### config.mk
export PLATFORM = sky130hd
export DESIGN_NAME = adjacency_matrix_dfs_order_core
export DESIGN_NICKNAME = d
export VERILOG_FILES = /design/src/rtl/adfs_pkg.sv /design/src/rtl/adfs_ram.sv /design/src/rtl/adfs_find_first.sv /design/src/rtl/adfs_seq.sv /design/src/rtl/adjacency_matrix_dfs_order_core.sv
export SDC_FILE = /design/constraint.sdc
export NUM_CORES = 2
export LEC_CHECK = 0
export BUFFER_PORTS_ARGS = -buffer_cell sky130_fd_sc_hd__buf_2
export CAP_MARGIN = 15
export CORE_MARGIN = 2
export CORE_UTILIZATION = 49
export CTS_BUF_LIST = sky130_fd_sc_hd__clkbuf_2 sky130_fd_sc_hd__clkbuf_4 sky130_fd_sc_hd__clkbuf_8
export DETAILED_ROUTE_END_ITERATION = 12
export PLACE_DENSITY = 0.67
export SYNTH_ARGS = -nofsm -noshare
export SYNTH_HDL_FRONTEND = slang
export SYNTH_SLANG_ARGS = --single-unit
### constraint.sdc
create_clock -name clock -period 3.8 [get_ports clock]
set_clock_uncertainty 0.05 [all_clocks]
set_input_delay 0 -clock clock [delete_from_list [all_inputs] [get_ports clock]]
set_output_delay 0 -clock clock [all_outputs]
set_load 0.02 [all_outputs]
### src/rtl/adfs_pkg.sv
// Shared types, constants and helpers for the adjacency-matrix depth-first search core.
`default_nettype none
package adfs_pkg;

   // Graph sizing
   localparam int MAX_VERTICES = 32;
   localparam int ROW_W        = 32;
   localparam int VTX_W        = 5;
   localparam int COUNT_W      = 6;
   localparam int DEPTH_W      = $clog2(MAX_VERTICES + 1);
   localparam int STK_AW       = $clog2(MAX_VERTICES);

   // Packed widths of the stream beats
   localparam int REQ_BITS  = 2 + VTX_W + VTX_W;
   localparam int REQ_TDATA = ((REQ_BITS + 7) / 8) * 8;
   localparam int RSP_TDATA = ((VTX_W + 7) / 8) * 8;

   typedef enum logic [1:0] {
      OP_ADD    = 2'd0,
      OP_SEARCH = 2'd1,
      OP_CLEAR  = 2'd2
   } op_type;

   // Request beat, operation in the lowest bits
   typedef struct packed {
      logic [VTX_W-1:0] vertex_b;
      logic [VTX_W-1:0] vertex_a;
      op_type           operation;
   } req_type;

   // Result handed from the sequencer to the output register
   typedef struct packed {
      logic             valid;
      logic [VTX_W-1:0] vertex;
      logic             last;
      logic             error;
   } res_type;

   typedef enum logic [3:0] {
      ST_IDLE,
      ST_EDGE_RD_A,
      ST_EDGE_WR_A,
      ST_EDGE_RD_B,
      ST_EDGE_WR_B,
      ST_ROW_RD,
      ST_SCAN,
      ST_POP,
      ST_FINISH,
      ST_ERROR
   } state_type;

   // One-hot row mask for a vertex
   function automatic logic [ROW_W-1:0] vtx_bit(input logic [VTX_W-1:0] v);
      logic [ROW_W-1:0] m;
      m = '0;
      m[v] = 1'b1;
      return m;
   endfunction

endpackage
`default_nettype wire

### src/rtl/adfs_ram.sv
// Generic simple dual-port RAM with registered read data.
`default_nettype none
module adfs_ram #(
   parameter int WIDTH = 32,
   parameter int DEPTH = 32
) (
   input  wire logic                     clock,
   input  wire logic                     wr_en,
   input  wire logic [$clog2(DEPTH)-1:0] wr_addr,
   input  wire logic [WIDTH-1:0]         wr_data,
   input  wire logic                     rd_en,
   input  wire logic [$clog2(DEPTH)-1:0] rd_addr,
   output logic      [WIDTH-1:0]         rd_data
);

   logic [WIDTH-1:0] mem_ff [DEPTH];
   logic [WIDTH-1:0] rd_data_ff;

   // Write port
   always_ff @(posedge clock) begin
      if (wr_en) begin
         mem_ff[wr_addr] <= wr_data;
      end
   end

   // Registered read port, hold when idle
   always_ff @(posedge clock) begin
      if (rd_en) begin
         rd_data_ff <= mem_ff[rd_addr];
      end
   end

   assign rd_data = rd_data_ff;

endmodule
`default_nettype wire

### src/rtl/adfs_find_first.sv
// Find-first unit: lowest set bit of the open-neighbor row.
`default_nettype none
module adfs_find_first (
   input  wire logic [adfs_pkg::ROW_W-1:0] row,
   output logic                            found,
   output logic      [adfs_pkg::VTX_W-1:0] index
);
   import adfs_pkg::*;

   // Priority encode, lowest index wins
   always_comb begin
      index = '0;
      for (int i = ROW_W - 1; i >= 0; i--) begin
         if (row[i]) begin
            index = VTX_W'(i);
         end
      end
   end

   assign found = |row;

endmodule
`default_nettype wire

### src/rtl/adfs_seq.sv
// Sequencer: adjacency storage, walk stack and the depth-first walk control.
`default_nettype none
module adfs_seq (
   input  wire logic                              clock,
   input  wire logic                              reset,
   input  wire logic                              req_valid,
   output logic                                   req_ready,
   input  wire adfs_pkg::req_type                 req,
   input  wire logic [adfs_pkg::COUNT_W-1:0]      vertex_count,
   input  wire logic                              out_free,
   output adfs_pkg::res_type                      emit
);
   import adfs_pkg::*;

   state_type          state_ff, state_in;
   logic [VTX_W-1:0]   a_ff, a_in;
   logic [VTX_W-1:0]   b_ff, b_in;
   logic [VTX_W-1:0]   top_ff, top_in;
   logic [VTX_W-1:0]   pend_ff, pend_in;
   logic [DEPTH_W-1:0] depth_ff, depth_in;
   logic [ROW_W-1:0]   visited_ff, visited_in;
   logic [ROW_W-1:0]   row_valid_ff, row_valid_in;

   logic               adj_wr_en, adj_rd_en;
   logic [VTX_W-1:0]   adj_wr_addr, adj_rd_addr;
   logic [ROW_W-1:0]   adj_wr_data, adj_rd_data;

   logic               stk_wr_en, stk_rd_en;
   logic [STK_AW-1:0]  stk_wr_addr, stk_rd_addr;
   logic [VTX_W-1:0]   stk_wr_data, stk_rd_data;

   logic [COUNT_W-1:0] live_count;
   logic [ROW_W-1:0]   range_mask;
   logic [ROW_W-1:0]   row_word;
   logic [ROW_W-1:0]   open_row;
   logic               ff_found;
   logic [VTX_W-1:0]   ff_index;
   logic               a_ok, b_ok;
   logic [DEPTH_W-1:0] depth_dec2;

   // Adjacency rows, one word per vertex
   adfs_ram #(.WIDTH(ROW_W), .DEPTH(ROW_W)) u_adj_ram (
      .clock   (clock),
      .wr_en   (adj_wr_en),
      .wr_addr (adj_wr_addr),
      .wr_data (adj_wr_data),
      .rd_en   (adj_rd_en),
      .rd_addr (adj_rd_addr),
      .rd_data (adj_rd_data)
   );

   // Walk stack of vertices on the current path
   adfs_ram #(.WIDTH(VTX_W), .DEPTH(MAX_VERTICES)) u_stk_ram (
      .clock   (clock),
      .wr_en   (stk_wr_en),
      .wr_addr (stk_wr_addr),
      .wr_data (stk_wr_data),
      .rd_en   (stk_rd_en),
      .rd_addr (stk_rd_addr),
      .rd_data (stk_rd_data)
   );

   adfs_find_first u_find_first (
      .row   (open_row),
      .found (ff_found),
      .index (ff_index)
   );

   // Vertex range in effect
   always_comb begin
      live_count = (vertex_count > COUNT_W'(MAX_VERTICES)) ? COUNT_W'(MAX_VERTICES)
                                                           : vertex_count;
      for (int i = 0; i < ROW_W; i++) begin
         range_mask[i] = (COUNT_W'(i) < live_count);
      end
   end

   assign a_ok       = ({1'b0, req.vertex_a} < live_count);
   assign b_ok       = ({1'b0, req.vertex_b} < live_count);
   assign row_word   = row_valid_ff[top_ff] ? adj_rd_data : '0;
   assign open_row   = row_word & range_mask & ~visited_ff;
   assign depth_dec2 = depth_ff - DEPTH_W'(2);

   // Control registers
   always_ff @(posedge clock) begin
      if (reset) begin
         state_ff     <= ST_IDLE;
         depth_ff     <= '0;
         visited_ff   <= '0;
         row_valid_ff <= '0;
      end else begin
         state_ff     <= state_in;
         depth_ff     <= depth_in;
         visited_ff   <= visited_in;
         row_valid_ff <= row_valid_in;
      end
   end

   // Payload registers
   always_ff @(posedge clock) begin
      a_ff    <= a_in;
      b_ff    <= b_in;
      top_ff  <= top_in;
      pend_ff <= pend_in;
   end

   // Next state and datapath control
   always_comb begin
      state_in     = state_ff;
      a_in         = a_ff;
      b_in         = b_ff;
      top_in       = top_ff;
      pend_in      = pend_ff;
      depth_in     = depth_ff;
      visited_in   = visited_ff;
      row_valid_in = row_valid_ff;
      req_ready    = 1'b0;
      emit         = '0;
      adj_wr_en    = 1'b0;
      adj_wr_addr  = a_ff;
      adj_wr_data  = '0;
      adj_rd_en    = 1'b0;
      adj_rd_addr  = top_ff;
      stk_wr_en    = 1'b0;
      stk_wr_addr  = depth_ff[STK_AW-1:0];
      stk_wr_data  = ff_index;
      stk_rd_en    = 1'b0;
      stk_rd_addr  = depth_dec2[STK_AW-1:0];

      unique case (state_ff)
         ST_IDLE: begin
            req_ready = 1'b1;
            if (req_valid) begin
               a_in = req.vertex_a;
               b_in = req.vertex_b;
               unique case (req.operation)
                  OP_ADD: begin
                     if (a_ok && b_ok) begin
                        state_in = ST_EDGE_RD_A;
                     end
                  end
                  OP_CLEAR: begin
                     row_valid_in = '0;
                  end
                  OP_SEARCH: begin
                     if (!a_ok) begin
                        state_in = ST_ERROR;
                     end else begin
                        visited_in  = vtx_bit(req.vertex_a);
                        top_in      = req.vertex_a;
                        pend_in     = req.vertex_a;
                        depth_in    = DEPTH_W'(1);
                        stk_wr_en   = 1'b1;
                        stk_wr_addr = '0;
                        stk_wr_data = req.vertex_a;
                        state_in    = ST_ROW_RD;
                     end
                  end
                  default: begin
                     // unused code: drop the beat
                  end
               endcase
            end
         end
         ST_EDGE_RD_A: begin
            adj_rd_en   = 1'b1;
            adj_rd_addr = a_ff;
            state_in    = ST_EDGE_WR_A;
         end
         ST_EDGE_WR_A: begin
            adj_wr_en          = 1'b1;
            adj_wr_addr        = a_ff;
            adj_wr_data        = (row_valid_ff[a_ff] ? adj_rd_data : '0) | vtx_bit(b_ff);
            row_valid_in[a_ff] = 1'b1;
            state_in           = ST_EDGE_RD_B;
         end
         ST_EDGE_RD_B: begin
            adj_rd_en   = 1'b1;
            adj_rd_addr = b_ff;
            state_in    = ST_EDGE_WR_B;
         end
         ST_EDGE_WR_B: begin
            adj_wr_en          = 1'b1;
            adj_wr_addr        = b_ff;
            adj_wr_data        = (row_valid_ff[b_ff] ? adj_rd_data : '0) | vtx_bit(a_ff);
            row_valid_in[b_ff] = 1'b1;
            state_in           = ST_IDLE;
         end
         ST_ROW_RD: begin
            adj_rd_en   = 1'b1;
            adj_rd_addr = top_ff;
            state_in    = ST_SCAN;
         end
         ST_SCAN: begin
            priority if (!ff_found) begin
               // dead end: pop the path
               depth_in = depth_ff - DEPTH_W'(1);
               if (depth_ff == DEPTH_W'(1)) begin
                  state_in = ST_FINISH;
               end else begin
                  stk_rd_en = 1'b1;
                  state_in  = ST_POP;
               end
            end else if (depth_ff >= DEPTH_W'(MAX_VERTICES)) begin
               state_in = ST_FINISH;
            end else if (out_free) begin
               // hand off the pending vertex, push the new one
               emit.valid           = 1'b1;
               emit.vertex          = pend_ff;
               pend_in              = ff_index;
               visited_in[ff_index] = 1'b1;
               stk_wr_en            = 1'b1;
               depth_in             = depth_ff + DEPTH_W'(1);
               top_in               = ff_index;
               state_in             = ST_ROW_RD;
            end else begin
               // hold until the output register frees up
            end
         end
         ST_POP: begin
            top_in   = stk_rd_data;
            state_in = ST_ROW_RD;
         end
         ST_FINISH: begin
            if (out_free) begin
               emit.valid  = 1'b1;
               emit.vertex = pend_ff;
               emit.last   = 1'b1;
               depth_in    = '0;
               state_in    = ST_IDLE;
            end
         end
         ST_ERROR: begin
            if (out_free) begin
               emit.valid = 1'b1;
               emit.last  = 1'b1;
               emit.error = 1'b1;
               state_in   = ST_IDLE;
            end
         end
         default: begin
            state_in = ST_IDLE;
         end
      endcase
   end

`ifndef NO_ASSERTIONS
   // Path never grows past the stack
   a_depth_bound: assert property (@(posedge clock) disable iff (reset)
      depth_ff <= DEPTH_W'(MAX_VERTICES))
      else $error("walk stack depth overflow");

   // A pushed vertex was not visited before
   a_fresh_push: assert property (@(posedge clock) disable iff (reset)
      (state_ff == ST_SCAN && ff_found) |-> !visited_ff[ff_index])
      else $error("find-first picked a visited vertex");

   // Results only go out into a free output register
   a_emit_free: assert property (@(posedge clock) disable iff (reset)
      emit.valid |-> out_free)
      else $error("result emitted into a full output register");

   // The vertex being expanded is always marked visited
   a_top_visited: assert property (@(posedge clock) disable iff (reset)
      (state_ff == ST_ROW_RD) |-> visited_ff[top_ff])
      else $error("expanding an unvisited vertex");

   // A finished search leaves the stack empty
   a_idle_empty: assert property (@(posedge clock) disable iff (reset)
      (state_ff == ST_FINISH && out_free) |=> depth_ff == '0)
      else $error("stack not emptied at end of search");
`endif

endmodule
`default_nettype wire

### src/rtl/adjacency_matrix_dfs_order_core.sv
// Top level: stream ports, vertex-count register and output register around the sequencer.
// Usage:
//   req_* is the command stream. Each beat adds an undirected edge, clears the
//   graph, or runs a depth-first search from vertex_a. Adds and clears give no
//   result; a search gives one rsp_* beat per visited vertex in visit order,
//   with rsp_tlast on the final one. A start vertex at or above the vertex
//   count gives a single beat with rsp_tuser (error) set and rsp_tlast set.
//   csr_* writes the vertex count; write it only while the core is idle.
// Flow:
//   An add reads and writes the row of vertex_a, then that of vertex_b. A search
//   reads the row of the top vertex, then scans it; it pushes the lowest open
//   neighbor or, at a dead end, pops the path. Each beat passes through the
//   output register before it reaches rsp_*.
//   The core takes no new command while a search or edge update is running.
// Reset:
//   Synchronous reset empties the graph, sets the vertex count to 32 and
//   drops any pending result.
// Stall:
//   When rsp_tready is low the output register holds its beat and the walk
//   waits; no result is lost or repeated.
`default_nettype none
module adjacency_matrix_dfs_order_core (
   input  wire logic                              clock,
   input  wire logic                              reset,
   // request: [1:0] operation, [6:2] vertex_a, [11:7] vertex_b, rest zero
   input  wire logic                              req_tvalid,
   output logic                                   req_tready,
   input  wire logic [adfs_pkg::REQ_TDATA-1:0]    req_tdata,
   // result: [4:0] vertex, rest zero
   output logic                                   rsp_tvalid,
   input  wire logic                              rsp_tready,
   output logic      [adfs_pkg::RSP_TDATA-1:0]    rsp_tdata,
   output logic                                   rsp_tlast,
   // result user: [0] error
   output logic                                   rsp_tuser,
   input  wire logic                              csr_valid,
   output logic                                   csr_ready,
   input  wire logic [adfs_pkg::COUNT_W-1:0]      csr_data
);
   import adfs_pkg::*;

   logic [COUNT_W-1:0] vertex_count_ff, vertex_count_in;
   logic               rsp_valid_ff, rsp_valid_in;
   logic [VTX_W-1:0]   rsp_vertex_ff, rsp_vertex_in;
   logic               rsp_last_ff, rsp_last_in;
   logic               rsp_error_ff, rsp_error_in;
   logic               out_free;
   req_type            req;
   res_type            emit;

   assign req      = req_type'(req_tdata[REQ_BITS-1:0]);
   assign out_free = !rsp_valid_ff || rsp_tready;

   adfs_seq u_seq (
      .clock        (clock),
      .reset        (reset),
      .req_valid    (req_tvalid),
      .req_ready    (req_tready),
      .req          (req),
      .vertex_count (vertex_count_ff),
      .out_free     (out_free),
      .emit         (emit)
   );

   // Vertex-count register, always ready
   assign csr_ready       = 1'b1;
   assign vertex_count_in = csr_valid ? csr_data : vertex_count_ff;

   // Output register: load on emit, drop when taken
   always_comb begin
      rsp_valid_in  = rsp_valid_ff && !rsp_tready;
      rsp_vertex_in = rsp_vertex_ff;
      rsp_last_in   = rsp_last_ff;
      rsp_error_in  = rsp_error_ff;
      if (emit.valid) begin
         rsp_valid_in  = 1'b1;
         rsp_vertex_in = emit.vertex;
         rsp_last_in   = emit.last;
         rsp_error_in  = emit.error;
      end
   end

   always_ff @(posedge clock) begin
      if (reset) begin
         vertex_count_ff <= COUNT_W'(32);
         rsp_valid_ff    <= 1'b0;
      end else begin
         vertex_count_ff <= vertex_count_in;
         rsp_valid_ff    <= rsp_valid_in;
      end
   end

   always_ff @(posedge clock) begin
      rsp_vertex_ff <= rsp_vertex_in;
      rsp_last_ff   <= rsp_last_in;
      rsp_error_ff  <= rsp_error_in;
   end

   assign rsp_tvalid = rsp_valid_ff;
   assign rsp_tdata  = RSP_TDATA'(rsp_vertex_ff);
   assign rsp_tlast  = rsp_last_ff;
   assign rsp_tuser  = rsp_error_ff;

endmodule
`default_nettype wire
## Word-level counts from Yosys, hierarchy flattened

Memories as Yosys holds them, arrays and structs flattened. A register that Yosys moved wholly into a read port is not among the register bits.
Index checks and enable logic that the tools add are counted.

| storage, ports and cells | value |
|---|---|
| input bits | 27 |
| output and inout bits | 13 |
| bits in registers | 108 |
| memories | 2 |
| logic and storage cells | 245 |
| memory bits (writable) | 1184 |

| operators by class | value |
|---|---|
| mux-type cells | 123 |
| order comparisons | 45 |
| reductions and logical operators | 25 |
| $add $sub $neg | 3 |
| bitwise operators | 8 |
| eq/ne operators | 26 |

Memory list:

| name | words | width | read ports | clocked after memory_dff | write ports | RTL line | text |
|---|---|---|---|---|---|---|---|
| u_seq.u_adj_ram.mem_ff | 32 | 32 | 1 | 1 | 1 | adfs_ram.sv:16 | `logic [WIDTH-1:0] mem_ff [DEPTH];` |
| u_seq.u_stk_ram.mem_ff | 32 | 5 | 1 | 1 | 1 | adfs_ram.sv:16 |  |

Operators with widths:

| operator | count |
|---|---|
| two-way mux 32 bit | 11 |
| two-way mux 5 bit | 47 |
| bitwise OR 32 bit | 5 |
| case mux 32 bit (2 select lines) | 2 |
| < comparator 5 x 6 -> 1 bit (first input constant) | 16 |
| case mux 32 bit (3 select lines) | 1 |
| two-way mux 6 bit | 11 |
| AND 32 bit | 2 |
| < comparator 4 x 6 -> 1 bit (first input constant) | 8 |
| two-way mux 4 bit | 8 |
| NOT 32 bit | 1 |
| case mux 4 bit (8 select lines) | 1 |
| OR reduction 32 bit | 1 |
| < comparator 5 x 6 -> 1 bit (second input constant) | 5 |
| case mux 5 bit (2 select lines) | 3 |
| < comparator 3 x 6 -> 1 bit (first input constant) | 4 |
| two-way mux 1 bit | 24 |
| AND reduction 7 bit | 3 |
| demux 1 bit (select 5 bit) | 4 |
| >= comparator 5 x 1 -> 1 bit (second input constant) | 4 |
| case mux 6 bit (3 select lines) | 1 |
| == test 4 x 3 -> 1 bit (second input constant) | 4 |
| binary-select mux 1 bit (select 5 bit) | 3 |
| case mux 5 bit (3 select lines) | 1 |
| other kinds (36) | 60 |

## Depth between registers and ports, before layout

| logic depth | value |
|---|---|
| depth in word-level cells | 46 |
| gate-level depth with buffers | 14 |
| depth with buffers taken out | 12 |

## By module

Synthesis repeated with hierarchy kept, for this count alone.

| second synthesis, totals | value |
|---|---|
| cell total of the unflattened synthesis | 3598 |
| area total of the unflattened synthesis | 55535.8 um^2 |

Modules (own cells, without submodules):

| module | times used | seq. area each (um^2) | area each (um^2) | cells each |
|---|---|---|---|---|
| adfs_ram at u_seq.u_adj_ram | 1 | 31710.4 | 40812.9 | 2260 |
| adfs_seq | 1 | 2082.0 | 7442.1 | 960 |
| adfs_ram at u_seq.u_stk_ram | 1 | 4954.8 | 6394.9 | 277 |
| adjacency_matrix_dfs_order_core | 1 | 350.3 | 500.5 | 36 |
| adfs_find_first | 1 | 0.0 | 385.4 | 65 |

## Worst setup path after synthesis

OpenSTA, ideal clock, no wires.

| path | value |
|---|---|
| path type | register -> register |
| start | register vertex_count_ff[2] |
| end | memory u_seq.u_stk_ram.mem_ff[0][4] (netlist bit), data pin |
| arrival | 3455 ps |
| data required time | 3296 ps |
| period minus slack after synthesis | 3959 ps |
| stages on the path, launching flop included | 9 |
| setup time | 454 ps |
| path buffers | 2 |
| setup slack | -159 ps |
| cells stage by stage | dfxtp_1 > buf_2 > buf_2 > or2_2 > o32ai_1 > and4_4 > o21ai_1 > or3_1 > o21ai_0 |

| on the way | value |
|---|---|
| word-level cells in the longest chain between the ends | 41 |
| elaborated cells on any way between the ends | 73 |
| those cells by class | 34 x order compare; 37 x mux; 2 x bitwise |

Ends and longest elaborated chain:

| what | RTL line | text |
|---|---|---|
| start, declared | adjacency_matrix_dfs_order_core.sv:42 | `logic [COUNT_W-1:0] vertex_count_ff, vertex_count_in;` |
| start signal, assigned | adjacency_matrix_dfs_order_core.sv:88 | `vertex_count_ff <= vertex_count_in;` |
| > comparator 6 bit | adfs_seq.sv:71 | `live_count = (vertex_count > COUNT_W'(MAX_VERTICES)) ? COUNT_W'(MAX_VERTICES)` |
| two-way mux 6 bit * | adfs_seq.sv:71 |  |
| < comparator 5 x 6 -> 1 bit | adfs_seq.sv:74 | `range_mask[i] = (COUNT_W'(i) < live_count);` |
| AND 32 bit (2 in a row) | adfs_seq.sv:81 | `assign open_row = row_word & range_mask & ~visited_ff;` |
| two-way mux 5 bit (32 in a row) | adfs_find_first.sv:14 | `if (row[i]) begin` |
| two-way mux 5 bit | adfs_seq.sv:146 | `if (!a_ok) begin` |
| two-way mux 5 bit | adfs_seq.sv:136 | `unique case (req.operation)` |
| two-way mux 5 bit | adfs_seq.sv:133 | `if (req_valid) begin` |
| two-way mux 5 bit * | adfs_seq.sv:130 | `unique case (state_ff)` |
| net u_seq.stk_wr_data[4] | adfs_seq.sv:30 | `logic [VTX_W-1:0] stk_wr_data, stk_rd_data;` |
| end, declared | adfs_ram.sv:16 |  |

The timed path passes the listed nets; every way through them passes the cells marked *.

## Worst setup path in the final report

| path | value |
|---|---|
| start | register u_seq.u_adj_ram.rd_data_ff[9] (netlist: u_seq.u_adj_ram.rd_data[9]) (read register of u_seq.u_adj_ram.mem_ff) |
| end | register u_seq.state_ff[1] |

| on the way | value |
|---|---|
| word-level cells in the longest chain between the ends | 6 |
| elaborated cells on any way between the ends | 8 |
| those cells by class | 1 x eq/ne; 3 x mux; 2 x bitwise; 2 x reduce/logical |

Ends and longest elaborated chain:

| what | RTL line | text |
|---|---|---|
| start, declared | adfs_ram.sv:17 | `logic [WIDTH-1:0] rd_data_ff;` |
| two-way mux 32 bit * | adfs_seq.sv:80 | `assign row_word = row_valid_ff[top_ff] ? adj_rd_data : '0;` |
| AND 32 bit * (2 in a row) | adfs_seq.sv:81 |  |
| OR reduction 32 bit * | adfs_find_first.sv:20 | `assign found = \|row;` |
| inequality test 4 bit (no line) / two-way mux 4 bit (equally long branches) | -- |  |
| AND reduction 5 bit (no line) / case mux 4 bit (8 select lines) (equally long branches) | -- |  |
| end signal, assigned | adfs_seq.sv:92 | `state_ff <= state_in;` |
| end, declared | adfs_seq.sv:15 | `state_type state_ff, state_in;` |

Mark *: on every way between the ends. The rest lies on a longest branch, timed or not.
A chain may end at the register's enable or synchronous reset.

==> metrics.yaml <==
status: "finished clean"
yosys.area_share.simple_pct: 5.050
drc_errors: 0
initial_core_util_pct: 49.23
synth_top_family_by_area: "multiplexers"
p_per_area_nw_per_um2: 604.1
p_seq_share_pct: 44.2
endpoint_kind: "register"
swShare_pct: 29.97
min_to: "u_seq.top_ff[2]"
finalInstanceArea_um2: 64390
htreeDepth: 4
ant_nets: 0
wl_per_cell_um: 28.28
grt_max_degree: 55
crit_slowest_cell: "edfxtp_1"
first_iter_violations: 3402
viasPerCell: 6.176
grt_pass1_wl_mm: 212.9
syn_area_um2: 55230
p_leak_nw: 19.32
startpoint_type: "register"
finalSetupViolations: 0
cts_root_buf: "clkbuf_8"
crit_path_max_incr_delay_ps: 600
gp_congestion: 0.9247
clockBufferDepth: 3
coreArea_um2: 112200
clk_pin_slew_ps: 70
dp_slack_ps: 149.8
cts.sinks: 1329
synthAdderAreaFrac_pct: 0.3398
grt.total_usage_pct: 25.23
muxShareOfSynthArea_pct: 16.25
synthDistinctLibCells: 90
p_clk_share_pct: 30.4
drt-total-wl_mm: 145.7
async_flop_share_pct: 0
maxSlewViolCount: 0
ir_drop_v: 0.0004401
finalCritPeriodShare_pct: 97.20
criticalPathCategory: "reg2reg"
ys_ff_latch: 1329
antenna_found_initial: 3
maxCapViolations: 0
p_sw_mw: 11.66
clkLatencyLatePin_ps: 910
finalPower_mw: 38.89
period_minus_slack_ps: 3693
grt_pass1_vias: 31848
combPwrFrac_pct: 25.4
r2r_setup_slack_ps: 110
fin_hold_ws_ps: 188.7
firstDrtPassIters: 5
r2r_start: "u_seq.u_adj_ram.rd_data[9]"
slew-limit-headroom_pct: 18.61
synth_edf_count: 1248
rows: 123
ys_seq_area_share_pct: 70.79
die_y_um: 339.7
cp_max_fo: 8
whs_path_depth: 4
hold_class: "in2reg"
netlist_instances: 3123
cts_tree: "yes"
ys_warn_count: 0
cts_setup_buffers: 0
hold_viol: 0
synthXorXnorAreaFrac_pct: 0.07929
reg2reg_to: "u_seq.state_ff[1]"
dp_hpwl_mm: 87.82
synth_compound_area_share_pct: 5.845
numCtsBuffers: 205
area_delta_synth_final_pct: 16.58
synthFlopType: "edfxtp_1"
avgSynthCellArea_um2: 17.69
fmax_mhz: 270.8
drive_gt1_share_pct: 30.90
p_int_mw: 27.24
tns_ps: 0
dr_total_vias: 31817
die_w_um: 339.7
dieArea_um2: 115400
timing.final.ws_setup_ps: 106.6
place_area_um2: 59310
pin_count: 40
grt-ovfl-total: 0
port_buffers: 31
rsz0062_at_grt: "no"
critical_path_arrival_ps: 4500
layout.nets: 3521
hp-start: "req_tdata[4]"
worstMarginPinSlew_ps: 1218
crit_path_cell_trace: "nand2b_1 > a21oi_1 > o41ai_1 > nor2b_1 > buf_4 > nand4b_4 > a211oi_1 > buf_4 > nor2_1 > a21oi_1 > dlygate4sd3_1"
r2r_cells: 11
required_ps: 4600
-- repair_timing --
item | 4_1_cts | 5_1_grt
endpoints found under the hold margin | 292 | 0
hold buffers | 58 | 0
setup endpoints to repair | 0 | 12
gates resized for setup | 0 | 6
-- final cells by class --
class                      instances  area (um2)
fill                            8271       47800
antenna                            2       5.005
clock buffer                     262        3249
clock inverter                   116       833.3
sequential                      1329       39100
timing repair buffer             336        3378
multi-input combinational       1585       15860
inverter                          22       85.08
tap                             1500        1877
-- cell families (layout without fill, tap and decap cells) --
logic type,Yosys count,in the layout
other,2,6
multiplexers,485,485
buffers and inverters,211,736
AND/OR/NAND/NOR,575,575
flip-flops,1329,1329
AO/OA/AOI/OAI,501,501
adder cells (fa/ha/maj),15,15
XOR/XNOR,5,5
-- routing by layer --
layer	GRT usage (%)	part of all wire [%]	up-vias
met2	40.99	49	1616
li1	-	-	13445
met3	4.788	8.0	270
met4	9.642	3.3	2
met5	0	0.010	-
met1	34.06	40	16484
-- registers in the layout, summed over array words and instances, names as in the netlist, 4 cells and up --
signal                   count
rsp_vertex_ff                5
u_seq.a_ff                   5
u_seq.b_ff                   5
u_seq.depth_ff               6
u_seq.pend_ff                5
u_seq.row_valid_ff          32
u_seq.state_ff               4
u_seq.top_ff                 5
u_seq.u_adj_ram.mem_ff    1024
u_seq.u_adj_ram.rd_data     32
u_seq.u_stk_ram.mem_ff     160
u_seq.u_stk_ram.rd_data      5
u_seq.visited_ff            32
vertex_count_ff              6
-- layout by cell type (no fill, tap or decap), types with 20 or more instances in the layout --
cell / n
clkinv_1: 58
dfxtp_1: 79
a22oi_1: 29
edfxtp_1: 1248
dlygate4sd3_1: 58
clkbuf_4: 57
mux2_2: 72
buf_12: 46
clkinv_2: 34
o22ai_2: 28
nand2b_1: 31
a211oi_1: 20
clkbuf_8: 205
nand2_1: 124
nand3_1: 24
nor2_4: 32
nor3_1: 27
nor2b_1: 33
inv_1: 21
mux4_2: 322
buf_4: 179
o21ai_0: 64
buf_2: 31
mux2i_1: 91
a21oi_1: 172
o211ai_1: 37
nor2_1: 202
-- power groups by stage --
stage	combinational, mW	sequential (mW)	clock (mW)
final	9.89	17.2	11.8
after global routing	10.5	17.2	12.7
after CTS	9.86	17.2	12.0
after detailed placement	9.78	17.5	0
after global placement	9.66	17.4	0
after floorplan	6.50	17.1	0
-- worst max-delay path: cells and delay by family (launching register included) --
family | cells | cell delay (ps)
compound gates | 4 | 1150
simple gates | 4 | 840
buf+inv | 3 | 1010
flops | 1 | 600
-- worst max path at each step --
stage | startpoint | to | slack [ps] | cells past startpoint
after floorplan | vertex_count_ff[5] | u_seq.u_stk_ram.mem_ff[0][2] | -60 | 12
after global placement | u_seq.b_ff[0] | u_seq.u_adj_ram.rd_data[17] | 240 | 9
after detailed placement | vertex_count_ff[5] | u_seq.u_stk_ram.mem_ff[20][1] | 150 | 11
after CTS | vertex_count_ff[5] | u_seq.depth_ff[1] | 100 | 11
after global routing | vertex_count_ff[5] | u_seq.state_ff[1] | 4 | 12
final | u_seq.u_adj_ram.rd_data[9] | u_seq.state_ff[1] | 110 | 11
-- Yosys cell counts (9+ instances only) --
| master | instances | area, um2 |
|---|---|---|
| edfxtp_1 | 1248 | 37480 |
| mux4_2 | 322 | 7252 |
| nor2_1 | 236 | 885.9 |
| a21oi_1 | 177 | 885.9 |
| nand2_1 | 125 | 469.2 |
| clkbuf_1 | 114 | 427.9 |
| mux2i_1 | 91 | 910.9 |
| dfxtp_1 | 81 | 1622 |
| mux2_2 | 72 | 810.8 |
| o21ai_0 | 71 | 355.3 |
| o22ai_1 | 43 | 269.0 |
| buf_2 | 39 | 195.2 |
| o211ai_1 | 37 | 277.8 |
| nor2b_1 | 34 | 212.7 |
| nand2b_1 | 31 | 193.9 |
| a22oi_1 | 29 | 217.7 |
| nor3_1 | 27 | 135.1 |
| nand3_1 | 25 | 125.1 |
| buf_1 | 23 | 86.33 |
| inv_1 | 21 | 78.83 |
| a211oi_1 | 20 | 150.1 |
| a31oi_1 | 16 | 100.1 |
| o21a_1 | 16 | 120.1 |
| ha_1 | 15 | 187.7 |
| o21ai_1 | 14 | 70.07 |
| nand4_1 | 13 | 81.33 |
| a32oi_1 | 11 | 96.34 |
| nor3b_1 | 11 | 82.58 |
| and2_1 | 10 | 62.56 |
| buf_4 | 10 | 75.07 |
| or3_1 | 9 | 56.30 |
-- metrics by stage --
step | cells | utilization [%]
after floorplan | 3125 | -
after global placement | 4692 | 52.84
after detailed placement | 4694 | 52.87
after CTS | 5130 | 57.02
after global routing | 5151 | 57.39
final | 5152 | 57.39
Power figures use the tool's default switching activity.
